## config.mk

```make
export PLATFORM = sky130hd
export DESIGN_NAME = lidar_packet_framer_decoder
export DESIGN_NICKNAME = d
export VERILOG_FILES = /design/src/lpfd_pkg.sv /design/src/lpfd_front.sv /design/src/lpfd_queue.sv /design/src/lpfd_back.sv /design/src/lidar_packet_framer_decoder.sv
export VERILOG_INCLUDE_DIRS = /design/src /design/src/src
export SDC_FILE = /design/constraint.sdc
export NUM_CORES = 1
export LEC_CHECK = 0
export BUFFER_PORTS_ARGS = -buffer_cell sky130_fd_sc_hd__buf_2
export CELL_PAD_IN_SITES_DETAIL_PLACEMENT = 0
export CELL_PAD_IN_SITES_GLOBAL_PLACEMENT = 1
export CORE_MARGIN = 2
export CORE_UTILIZATION = 58
export DETAILED_ROUTE_END_ITERATION = 7
export PLACE_DENSITY_LB_ADDON = 0.08
export SETUP_SLACK_MARGIN = 0.15
export SLEW_MARGIN = 30
export SYNTH_ARGS = -nofsm -noshare
export SYNTH_HDL_FRONTEND = slang
export SYNTH_HIERARCHICAL = 1
export SYNTH_SLANG_ARGS = --single-unit
export TNS_END_PERCENT = 100
```

## constraint.sdc

```tcl
create_clock -name clk -period 19.8 [get_ports clk]
set_input_delay 1.98 -clock clk [delete_from_list [all_inputs] [get_ports clk]]
set_output_delay 1.98 -clock clk [all_outputs]
set_load 0.05 [all_outputs]
```

## src/lidar_packet_framer_decoder_assert.svh

```systemverilog
// assertion macros for the lidar packet framer decoder
`ifndef LIDAR_PACKET_FRAMER_DECODER_ASSERT_SVH
`define LIDAR_PACKET_FRAMER_DECODER_ASSERT_SVH

`ifndef SYNTHESIS

`define LPFD_ASSERT(lbl, prop) \
	lbl: assert property (@(posedge clk) disable iff (!arst_n) prop) \
		else $error("lpfd assertion failed");

`define LPFD_NEVER(lbl, cond) \
	lbl: assert property (@(posedge clk) disable iff (!arst_n) !(cond)) \
		else $error("lpfd assertion failed");

`else

`define LPFD_ASSERT(lbl, prop)

`define LPFD_NEVER(lbl, cond)

`endif

`endif

```

## src/lpfd_pkg.sv

```systemverilog
// shared types and constants of the lidar packet framer decoder
package lpfd_pkg;

	localparam int BYTE_IDX_W = 6;
	localparam int DIST_W = 14;
	localparam int RAW_W = 15;
	localparam int ANGLE_W = 17;
	localparam int CFG_IDX_W = 1;
	localparam int NUM_SAMPLES = 8;
	localparam int SAMPLE_IDX_W = 3;

	localparam logic [7:0] SYNC_A = 8'h55;
	localparam logic [7:0] SYNC_B = 8'hAA;
	localparam logic [7:0] HDR_A = 8'h03;
	localparam logic [7:0] HDR_B = 8'h08;

	localparam logic [BYTE_IDX_W-1:0] POS_HDR_A = 6'd2;
	localparam logic [BYTE_IDX_W-1:0] POS_HDR_B = 6'd3;
	localparam logic [BYTE_IDX_W-1:0] POS_START_LO = 6'd6;
	localparam logic [BYTE_IDX_W-1:0] POS_START_HI = 6'd7;
	localparam logic [BYTE_IDX_W-1:0] POS_END_LO = 6'd32;
	localparam logic [BYTE_IDX_W-1:0] POS_END_HI = 6'd33;
	localparam logic [BYTE_IDX_W-1:0] POS_LAST = 6'd35;
	localparam int POS_DIST0 = 8;
	localparam int DIST_STRIDE = 3;

	localparam logic signed [17:0] ANGLE_BIAS = 18'sd40960;
	localparam logic signed [17:0] FULL_TURN_Q6 = 18'sd23040;

	// x / 7 == (x * DIV7_MUL) >> DIV7_SHIFT for x below 2^18
	localparam logic [17:0] DIV7_MUL = 18'd149797;
	localparam int DIV7_SHIFT = 20;
	localparam logic [2:0] SEVEN = 3'd7;

	localparam logic [CFG_IDX_W-1:0] CFG_MIN_DISTANCE = 1'b0;
	localparam logic [CFG_IDX_W-1:0] CFG_MAX_DISTANCE = 1'b1;
	localparam logic [DIST_W-1:0] MIN_DIST_RESET = 14'd0;
	localparam logic [DIST_W-1:0] MAX_DIST_RESET = 14'd16383;

	localparam int QUEUE_DEPTH = 2;
	localparam int QPTR_W = $clog2(QUEUE_DEPTH);
	localparam int QCNT_W = $clog2(QUEUE_DEPTH + 1);

	typedef enum logic [2:0] {
		PH_HUNT_A = 3'b001,
		PH_HUNT_B = 3'b010,
		PH_RECV   = 3'b100
	} sync_phase_t;

	typedef enum logic [4:0] {
		BK_IDLE = 5'b00001,
		BK_DIFF = 5'b00010,
		BK_DIV  = 5'b00100,
		BK_REM  = 5'b01000,
		BK_RUN  = 5'b10000
	} back_state_t;

	typedef struct packed {
		logic [15:0] ang_start;
		logic [15:0] ang_end;
		logic [NUM_SAMPLES-1:0][RAW_W-1:0] dist_raw;
	} pkt_desc_t;

endpackage

```

## src/lpfd_front.sv

```systemverilog
// byte framer: sync hunt, packet capture and header check
`include "lidar_packet_framer_decoder_assert.svh"

module lpfd_front (
	input  logic               clk,
	input  logic               arst_n,
	input  logic               in_valid,
	output logic               in_stall,
	input  logic [7:0]         rx_byte,
	input  logic               q_full,
	output logic               push_valid,
	output lpfd_pkg::pkt_desc_t push_data
);
	import lpfd_pkg::*;

	sync_phase_t phase_q;
	logic [BYTE_IDX_W-1:0] byte_index_q;
	logic [7:0] hdr_a_q;
	logic [7:0] hdr_b_q;
	logic [15:0] ang_start_q;
	logic [15:0] ang_end_q;
	logic [NUM_SAMPLES-1:0][RAW_W-1:0] dist_q;
	logic finish;
	logic take;

	assign finish = (phase_q == PH_RECV) && (byte_index_q == POS_LAST);
	assign in_stall = finish && q_full;
	assign take = in_valid && !in_stall;

	assign push_valid = take && finish && (hdr_a_q == HDR_A) && (hdr_b_q == HDR_B);
	assign push_data.ang_start = ang_start_q;
	assign push_data.ang_end = ang_end_q;
	assign push_data.dist_raw = dist_q;

	always_ff @(posedge clk or negedge arst_n) begin
		if (!arst_n) begin
			phase_q <= PH_HUNT_A;
			byte_index_q <= '0;
		end else if (take) begin
			case (phase_q)
				PH_HUNT_A: begin
					phase_q <= (rx_byte == SYNC_A) ? PH_HUNT_B : PH_HUNT_A;
				end
				PH_HUNT_B: begin
					if (rx_byte == SYNC_B) begin
						phase_q <= PH_RECV;
						byte_index_q <= POS_HDR_A;
					end else begin
						phase_q <= PH_HUNT_A;
					end
				end
				PH_RECV: begin
					if (finish) begin
						phase_q <= PH_HUNT_A;
						byte_index_q <= '0;
					end else begin
						byte_index_q <= byte_index_q + 1'b1;
					end
				end
				default: begin
					phase_q <= PH_HUNT_A;
				end
			endcase
		end
	end

	always_ff @(posedge clk) begin
		if (take && (phase_q == PH_RECV)) begin
			if (byte_index_q == POS_HDR_A) hdr_a_q <= rx_byte;
			if (byte_index_q == POS_HDR_B) hdr_b_q <= rx_byte;
			if (byte_index_q == POS_START_LO) ang_start_q[7:0] <= rx_byte;
			if (byte_index_q == POS_START_HI) ang_start_q[15:8] <= rx_byte;
			if (byte_index_q == POS_END_LO) ang_end_q[7:0] <= rx_byte;
			if (byte_index_q == POS_END_HI) ang_end_q[15:8] <= rx_byte;
			for (int k = 0; k < NUM_SAMPLES; k++) begin
				if (byte_index_q == BYTE_IDX_W'(POS_DIST0 + DIST_STRIDE * k))
					dist_q[k][7:0] <= rx_byte;
				if (byte_index_q == BYTE_IDX_W'(POS_DIST0 + DIST_STRIDE * k + 1))
					dist_q[k][RAW_W-1:8] <= rx_byte[RAW_W-9:0];
			end
		end
	end

	`LPFD_NEVER(a_byte_index_range, byte_index_q > POS_LAST)

endmodule

```

## src/lpfd_queue.sv

```systemverilog
// two-entry packet queue between framer and sample generator
`include "lidar_packet_framer_decoder_assert.svh"

module lpfd_queue (
	input  logic               clk,
	input  logic               arst_n,
	input  logic               push_valid,
	input  lpfd_pkg::pkt_desc_t push_data,
	output logic               full,
	output logic               head_valid,
	output lpfd_pkg::pkt_desc_t head,
	input  logic               pop
);
	import lpfd_pkg::*;

	pkt_desc_t entry_q [QUEUE_DEPTH];
	logic [QPTR_W-1:0] wr_ptr_q;
	logic [QPTR_W-1:0] rd_ptr_q;
	logic [QCNT_W-1:0] count_q;
	logic do_push;

	assign full = (count_q == QCNT_W'(QUEUE_DEPTH));
	assign head_valid = (count_q != '0);
	assign head = entry_q[rd_ptr_q];
	assign do_push = push_valid && !full;

	always_ff @(posedge clk or negedge arst_n) begin
		if (!arst_n) begin
			wr_ptr_q <= '0;
			rd_ptr_q <= '0;
			count_q <= '0;
		end else begin
			if (do_push) wr_ptr_q <= wr_ptr_q + 1'b1;
			if (pop) rd_ptr_q <= rd_ptr_q + 1'b1;
			if (do_push && !pop) count_q <= count_q + 1'b1;
			else if (pop && !do_push) count_q <= count_q - 1'b1;
		end
	end

	always_ff @(posedge clk) begin
		if (do_push) entry_q[wr_ptr_q] <= push_data;
	end

	`LPFD_NEVER(a_no_overflow, push_valid && full)
	`LPFD_NEVER(a_no_underflow, pop && !head_valid)

endmodule

```

## src/lpfd_back.sv

```systemverilog
// sample generator: angle interpolation, distance range check, output register
`include "lidar_packet_framer_decoder_assert.svh"

module lpfd_back (
	input  logic                                 clk,
	input  logic                                 arst_n,
	input  logic                                 cfg_we,
	input  logic [lpfd_pkg::CFG_IDX_W-1:0]       cfg_index,
	input  logic [lpfd_pkg::DIST_W-1:0]          cfg_data,
	input  logic                                 head_valid,
	input  lpfd_pkg::pkt_desc_t                  head,
	output logic                                 pop,
	output logic                                 out_valid,
	input  logic                                 out_stall,
	output logic [lpfd_pkg::SAMPLE_IDX_W-1:0]    sample_index,
	output logic signed [lpfd_pkg::ANGLE_W-1:0]  angle_q6,
	output logic [lpfd_pkg::DIST_W-1:0]          distance_mm,
	output logic                                 accepted,
	output logic                                 last
);
	import lpfd_pkg::*;

	back_state_t state_q;
	logic [DIST_W-1:0] min_dist_q;
	logic [DIST_W-1:0] max_dist_q;
	logic signed [ANGLE_W-1:0] s_q;
	logic neg_q;
	logic [15:0] mag_q;
	logic [13:0] dq_q;
	logic [2:0] dr_q;
	logic [15:0] q_acc_q;
	logic [2:0] r_acc_q;
	logic [SAMPLE_IDX_W-1:0] k_q;
	logic out_valid_q;
	logic [SAMPLE_IDX_W-1:0] sample_index_q;
	logic signed [ANGLE_W-1:0] angle_q;
	logic [DIST_W-1:0] distance_q;
	logic accepted_q;
	logic last_q;

	logic signed [17:0] s_w;
	logic signed [17:0] e_w;
	logic signed [17:0] e_adj_w;
	logic signed [17:0] diff_w;
	logic [17:0] abs_w;
	logic [33:0] prod_w;
	logic [16:0] seven_dq_w;
	logic [16:0] rem_w;
	logic [3:0] r_sum_w;
	logic signed [17:0] q_signed_w;
	logic signed [17:0] ang_w;
	logic [RAW_W-1:0] raw_w;
	logic [DIST_W-1:0] dist_w;
	logic slot_free;
	logic load;

	always_comb begin
		s_w = $signed({2'b00, head.ang_start}) - ANGLE_BIAS;
		e_w = $signed({2'b00, head.ang_end}) - ANGLE_BIAS;
		e_adj_w = (e_w < s_w) ? (e_w + FULL_TURN_Q6) : e_w;
		diff_w = e_adj_w - s_w;
		abs_w = diff_w[17] ? 18'(-diff_w) : 18'(diff_w);
		prod_w = 34'(mag_q) * 34'(DIV7_MUL);
		seven_dq_w = {dq_q, 3'b000} - {3'b000, dq_q};
		rem_w = {1'b0, mag_q} - seven_dq_w;
		r_sum_w = {1'b0, r_acc_q} + {1'b0, dr_q};
		q_signed_w = neg_q ? -$signed({2'b00, q_acc_q}) : $signed({2'b00, q_acc_q});
		ang_w = {s_q[ANGLE_W-1], s_q} + q_signed_w;
		raw_w = head.dist_raw[k_q];
		dist_w = raw_w[DIST_W-1:0];
	end

	assign slot_free = !out_valid_q || !out_stall;
	assign load = (state_q == BK_RUN) && slot_free;
	assign pop = load && (k_q == SAMPLE_IDX_W'(NUM_SAMPLES - 1));

	always_ff @(posedge clk or negedge arst_n) begin
		if (!arst_n) begin
			min_dist_q <= MIN_DIST_RESET;
			max_dist_q <= MAX_DIST_RESET;
		end else if (cfg_we) begin
			case (cfg_index)
				CFG_MIN_DISTANCE: min_dist_q <= cfg_data;
				CFG_MAX_DISTANCE: max_dist_q <= cfg_data;
				default: ;
			endcase
		end
	end

	always_ff @(posedge clk or negedge arst_n) begin
		if (!arst_n) begin
			state_q <= BK_IDLE;
			k_q <= '0;
			out_valid_q <= 1'b0;
		end else begin
			if (load) out_valid_q <= 1'b1;
			else if (!out_stall) out_valid_q <= 1'b0;
			case (state_q)
				BK_IDLE: if (head_valid) state_q <= BK_DIFF;
				BK_DIFF: state_q <= BK_DIV;
				BK_DIV: state_q <= BK_REM;
				BK_REM: state_q <= BK_RUN;
				BK_RUN: begin
					if (load) begin
						k_q <= k_q + 1'b1;
						if (pop) state_q <= BK_IDLE;
					end
				end
				default: state_q <= BK_IDLE;
			endcase
		end
	end

	always_ff @(posedge clk) begin
		case (state_q)
			BK_DIFF: begin
				s_q <= s_w[ANGLE_W-1:0];
				neg_q <= diff_w[17];
				mag_q <= abs_w[15:0];
			end
			BK_DIV: begin
				dq_q <= prod_w[DIV7_SHIFT +: 14];
			end
			BK_REM: begin
				dr_q <= rem_w[2:0];
				q_acc_q <= '0;
				r_acc_q <= '0;
			end
			BK_RUN: begin
				if (load) begin
					if (r_sum_w >= {1'b0, SEVEN}) begin
						r_acc_q <= 3'(r_sum_w - {1'b0, SEVEN});
						q_acc_q <= q_acc_q + 16'(dq_q) + 16'd1;
					end else begin
						r_acc_q <= r_sum_w[2:0];
						q_acc_q <= q_acc_q + 16'(dq_q);
					end
				end
			end
			default: ;
		endcase
		if (load) begin
			sample_index_q <= k_q;
			angle_q <= ang_w[ANGLE_W-1:0];
			distance_q <= dist_w;
			accepted_q <= !raw_w[DIST_W] && (dist_w >= min_dist_q) && (dist_w <= max_dist_q);
			last_q <= (k_q == SAMPLE_IDX_W'(NUM_SAMPLES - 1));
		end
	end

	assign out_valid = out_valid_q;
	assign sample_index = sample_index_q;
	assign angle_q6 = angle_q;
	assign distance_mm = distance_q;
	assign accepted = accepted_q;
	assign last = last_q;

	`LPFD_NEVER(a_rem_range, (state_q == BK_RUN) && (r_acc_q > 3'd6))
	`LPFD_ASSERT(a_idle_k_clear, (state_q == BK_IDLE) |-> (k_q == '0))
	`LPFD_ASSERT(a_pop_marks_last, pop |=> (out_valid_q && last_q))

endmodule

```

## src/lidar_packet_framer_decoder.sv

```systemverilog
// top level: rangefinder packet framer and sample decoder
// output: after a good packet's last byte is taken, the sample generator passes its diff, divide
// and remainder states, then 8 samples follow one per cycle while out_stall is low.
// throughput: one byte per cycle; the framer stalls on a packet's last byte only
// when the two-entry packet queue is full.
// reset: asynchronous, active low; returns to sync hunt, distance limits 0 and 16383.
module lidar_packet_framer_decoder (
	input  logic                                 clk,
	input  logic                                 arst_n,
	input  logic                                 cfg_we,
	input  logic [lpfd_pkg::CFG_IDX_W-1:0]       cfg_index,
	input  logic [lpfd_pkg::DIST_W-1:0]          cfg_data,
	input  logic                                 in_valid,
	output logic                                 in_stall,
	input  logic [7:0]                           rx_byte,
	output logic                                 out_valid,
	input  logic                                 out_stall,
	output logic [lpfd_pkg::SAMPLE_IDX_W-1:0]    sample_index,
	output logic signed [lpfd_pkg::ANGLE_W-1:0]  angle_q6,
	output logic [lpfd_pkg::DIST_W-1:0]          distance_mm,
	output logic                                 accepted,
	output logic                                 last
);
	import lpfd_pkg::*;

	logic q_full;
	logic push_valid;
	pkt_desc_t push_data;
	logic head_valid;
	pkt_desc_t head;
	logic pop;

	lpfd_front u_front (
		.clk        (clk),
		.arst_n     (arst_n),
		.in_valid   (in_valid),
		.in_stall   (in_stall),
		.rx_byte    (rx_byte),
		.q_full     (q_full),
		.push_valid (push_valid),
		.push_data  (push_data)
	);

	lpfd_queue u_queue (
		.clk        (clk),
		.arst_n     (arst_n),
		.push_valid (push_valid),
		.push_data  (push_data),
		.full       (q_full),
		.head_valid (head_valid),
		.head       (head),
		.pop        (pop)
	);

	lpfd_back u_back (
		.clk          (clk),
		.arst_n       (arst_n),
		.cfg_we       (cfg_we),
		.cfg_index    (cfg_index),
		.cfg_data     (cfg_data),
		.head_valid   (head_valid),
		.head         (head),
		.pop          (pop),
		.out_valid    (out_valid),
		.out_stall    (out_stall),
		.sample_index (sample_index),
		.angle_q6     (angle_q6),
		.distance_mm  (distance_mm),
		.accepted     (accepted),
		.last         (last)
	);

endmodule
```

==> metrics.md <==
| Metric | Value |
|---|---|
| FP Rows | 84 |
| Layout cells sized above 1 | 0.205 |
| Post-CTS setup buffer count | 0 |
| Routed vias | 17000 |
| Clk root buf | clkbuf_16 |
| Die X | 235 µm |
| Fillers | 3787 |
| Fin worst setup slack | 12100 ps |
| Synth cell types | 96 |
| Crit Path Class | register to register |
| Post-Syn Area per Cell | 15.0 µm² |
| Num CTS Buffers | 67 |
| CTS Hold Bufs | 0 |
| Post-Place Setup Slack | 12080 ps |
| CP startpoint kind | register |
| Post-DP HPWL | 41600 µm |
| Synth top area share | 0.559 |
| Max Transition Viols Final | 0 |
| Yosys top cell by area | edfxtp_1 |
| Area Overhead vs Synth | 10.6% |
| Final RePlAce weighted congestion | 0.872 |
| Router iterations before antenna repair | 5 |
| WP data required | 20150 ps |
| Max Clock Freq | 0.130 GHz |
| Port Buffers | 65 |
| Global-route wire length before repair | 96800 µm |
| Initial Util | 0.588 |
| Iter 0 DRT Violations | 1437 |
| Routed wire length | 61700 µm |
| Unrepaired setup endpoints after global routing | no |
| Hold crit path type | register to register |
| Leading post-synthesis cells by cell area | edfxtp_1 (56%), ha_1 (8.5%), mux2_2 (4.2%) |
| Hold Fails Final Rpt | 0 |
| Worst VDD drop | 0.0000725 V |
| Post-CTS Resized | 0 |
| Vias in the first global route | 16900 |
| Die ar. | 0.0554 mm² |
| Register area | 0.0186 mm² |
| Vias per inst | 5.86 |
| Antenna diode count | 0 |
| Commonest cells in the netlist | edfxtp_1 (578), ha_1 (212), inv_1 (164) |
| Die height | 235 µm |
| Crit share post-route | 0.389 |
| Most frequent cell after synthesis | edfxtp_1 |
| GRT Residual Overflow | 0 |
| Multi-input logic area | 0.0116 mm² |
| Core Area | 0.0528 mm² |
| Asr flop ratio synth | 0.0796 |
| CTS H-tree depth | 3 |
| Max Cap Viol | 0 |
| Max Root-Sink Buffers | 3 |
| # DRC | 0 |
| Leakage | 12.9 nW |
| Status | completed |
| Worst EP arrival | 8050 ps |
| # IOs | 66 |
| Crit path capture type | register |
| Syn Nets | 2355 |
| Ys Warns | 6 |
| Synth Cell Area | 0.0310 mm² |
| Largest net degree at the start of global routing | 102 |
| Nets | 2462 |
| Clk pin slew, worst setup/hold paths | 60 ps |
| Antenna violations before repair | 2 |
| Worst-case clock skew | 32.3 ps |
| Clock latency on the worst-skew pair | 590 ps |
| Ys flop type | edfxtp_1 |
| Minimum clock period | 7700 ps |
| Final setup vio count | 0 |
| PwrDens | 80.3 mW/mm² |
| CTS tree | built |
| Synthesized instance count | 2066 |
| Post-route ant nets | 0 |
| GR Util All Layers | 0.227 |
| Synthesis-stage register bit count | 628 |
| Crit-path max FO | 101 |
| Clock sink count | 628 |
| Actual slew at the worst max-slew pin | 995 ps |
| TNS Setup | 0 ps |
| Seq/Total Area, Yosys | 0.600 |
| EDFF count, synth | 578 |
| Per-cell routed wire length | 21.2 µm |
| Max-slew headroom | 0.334 |
==> layout make-up <==
type,count,share of cell area
Timing Repair Buffer,86,0.0152
Inverter,164,0.0179
Clock inverter,34,0.0101
Tap cell,688,0.0251
Multi-Input combinational cell,1226,0.337
Sequential cell,628,0.543
Clock buffer,82,0.0514
==> metrics by stage <==
stage               cells  utilization  power, mW  hold slack (ps)  area (µm²)
global placement     2791        0.609       1.57              422       32100
finish               2908        0.650       2.75              422       34300
global route         2908        0.650       2.85              448       34300
floorplan            2066            -       1.54              421       31000
CTS                  2908        0.650       2.78              431       34300
detailed placement   2792        0.610       1.57              429       32200
==> critical path, stage by stage (launching register included) <==
cell and delay, ps:
dfrtp_4 980, buf_12 550, mux2_2 450, o21a_1 320
ha_1 510, nand3_1 170, or3_1 420, nor2_1 210
a21oi_1 120, xnor2_1 580, xor2_1 140, ha_1 430
a21oi_1 160, nand2_1 120, a21o_1 210, a211oi_1 460
nor2_1 140, nor4_1 390, o41ai_4 140, buf_4 260
xor2_1 240, mux2_1 340
==> flip-flops by register name (all words and copies together), names as in the netlist, 2 cells and up <==
register and cells:
u_back/dr_q 3, u_front/hdr_a_q 8, u_back/distance_mm 14, u_back/state_q 5, u_back/r_acc_q 3, u_front/ang_start_q 16
u_front/hdr_b_q 8, u_back/k_q 3, u_queue/count_q 2, u_back/mag_q 16, u_back/dq_q 14, u_front/phase_q 3
u_back/max_dist_q 14, u_back/min_dist_q 14, u_back/angle_q6 17, u_queue/entry_q 304, u_front/ang_end_q 16, u_back/q_acc_q 16
u_front/byte_index_q 6, u_back/sample_index 3, u_back/s_q 17, u_front/push_data 120
==> where the power goes <==
part	switching (mW)	total, mW	internal, mW
registers	0.0173	1.47	1.45
logic	0.0497	0.0794	0.0297
clock network	0.493	1.21	0.713
==> cell families (layout without fill, tap and decap cells) <==
kind of cell,Yosys count,after routing,share of synthesized area
xor gates and xnor gates,108,108,0.0313
adders and majority gates,262,262,0.117
muxes,238,238,0.105
buffers and inverters,212,366,0.0290
DFF,628,628,0.600
AOI/OAI and AO/OA,255,255,0.0550
and+or+nand+nor,363,363,0.0619
==> routing by layer <==
metal  up-vias  GRT usage  routed length (µm)
met5         -          0                  13
met4         2     0.0537                1000
met3        79     0.0359                3400
met2       422      0.344               27900
met1      8563      0.347               29400
li1       7976          -                   -
==> layout by cell type, fill, tap and decap left out, types with 16 or more instances in the layout <==
cell type / netlist / final
clkbuf_16: 0 / 68
nor2_1: 76 / 70
mux2_2: 115 / 115
xnor2_1: 65 / 65
nand2_1: 93 / 93
ha_1: 212 / 212
edfxtp_1: 578 / 578
buf_4: 4 / 17
nand3_1: 29 / 29
buf_2: 12 / 65
nor3_1: 34 / 33
dfrtp_1: 34 / 32
o21ai_0: 43 / 43
mux2i_1: 21 / 21
fa_1: 49 / 49
mux2_4: 70 / 70
a21o_1: 26 / 26
inv_1: 164 / 163
a21oi_1: 70 / 70
xor2_1: 41 / 41
dfstp_2: 16 / 16
mux4_2: 30 / 30
==> final timing paths <==
check	start	endpoint	slack, ps	cells after the start
min in group asynchronous	arst_n	u_back/min_dist_q[2]$_DFFE_PN0P_	1530	2
worst max-delay path	u_queue/rd_ptr_q$_DFFE_PN0P_	u_back/mag_q[1]$_DFFE_PP_	12100	21
worst min-delay path	u_front/ang_start_q[10]$_DFFE_PP_	u_queue/entry_q[1][146]$_DFFE_PP_	420	0
worst max register to register	u_queue/rd_ptr_q$_DFFE_PN0P_	u_back/mag_q[1]$_DFFE_PP_	12100	21
max in group asynchronous	arst_n	u_queue/rd_ptr_q$_DFFE_PN0P_	17710	2
worst min register to register	u_front/ang_start_q[10]$_DFFE_PP_	u_queue/entry_q[1][146]$_DFFE_PP_	420	0
Power figures use the tool's default switching activity.
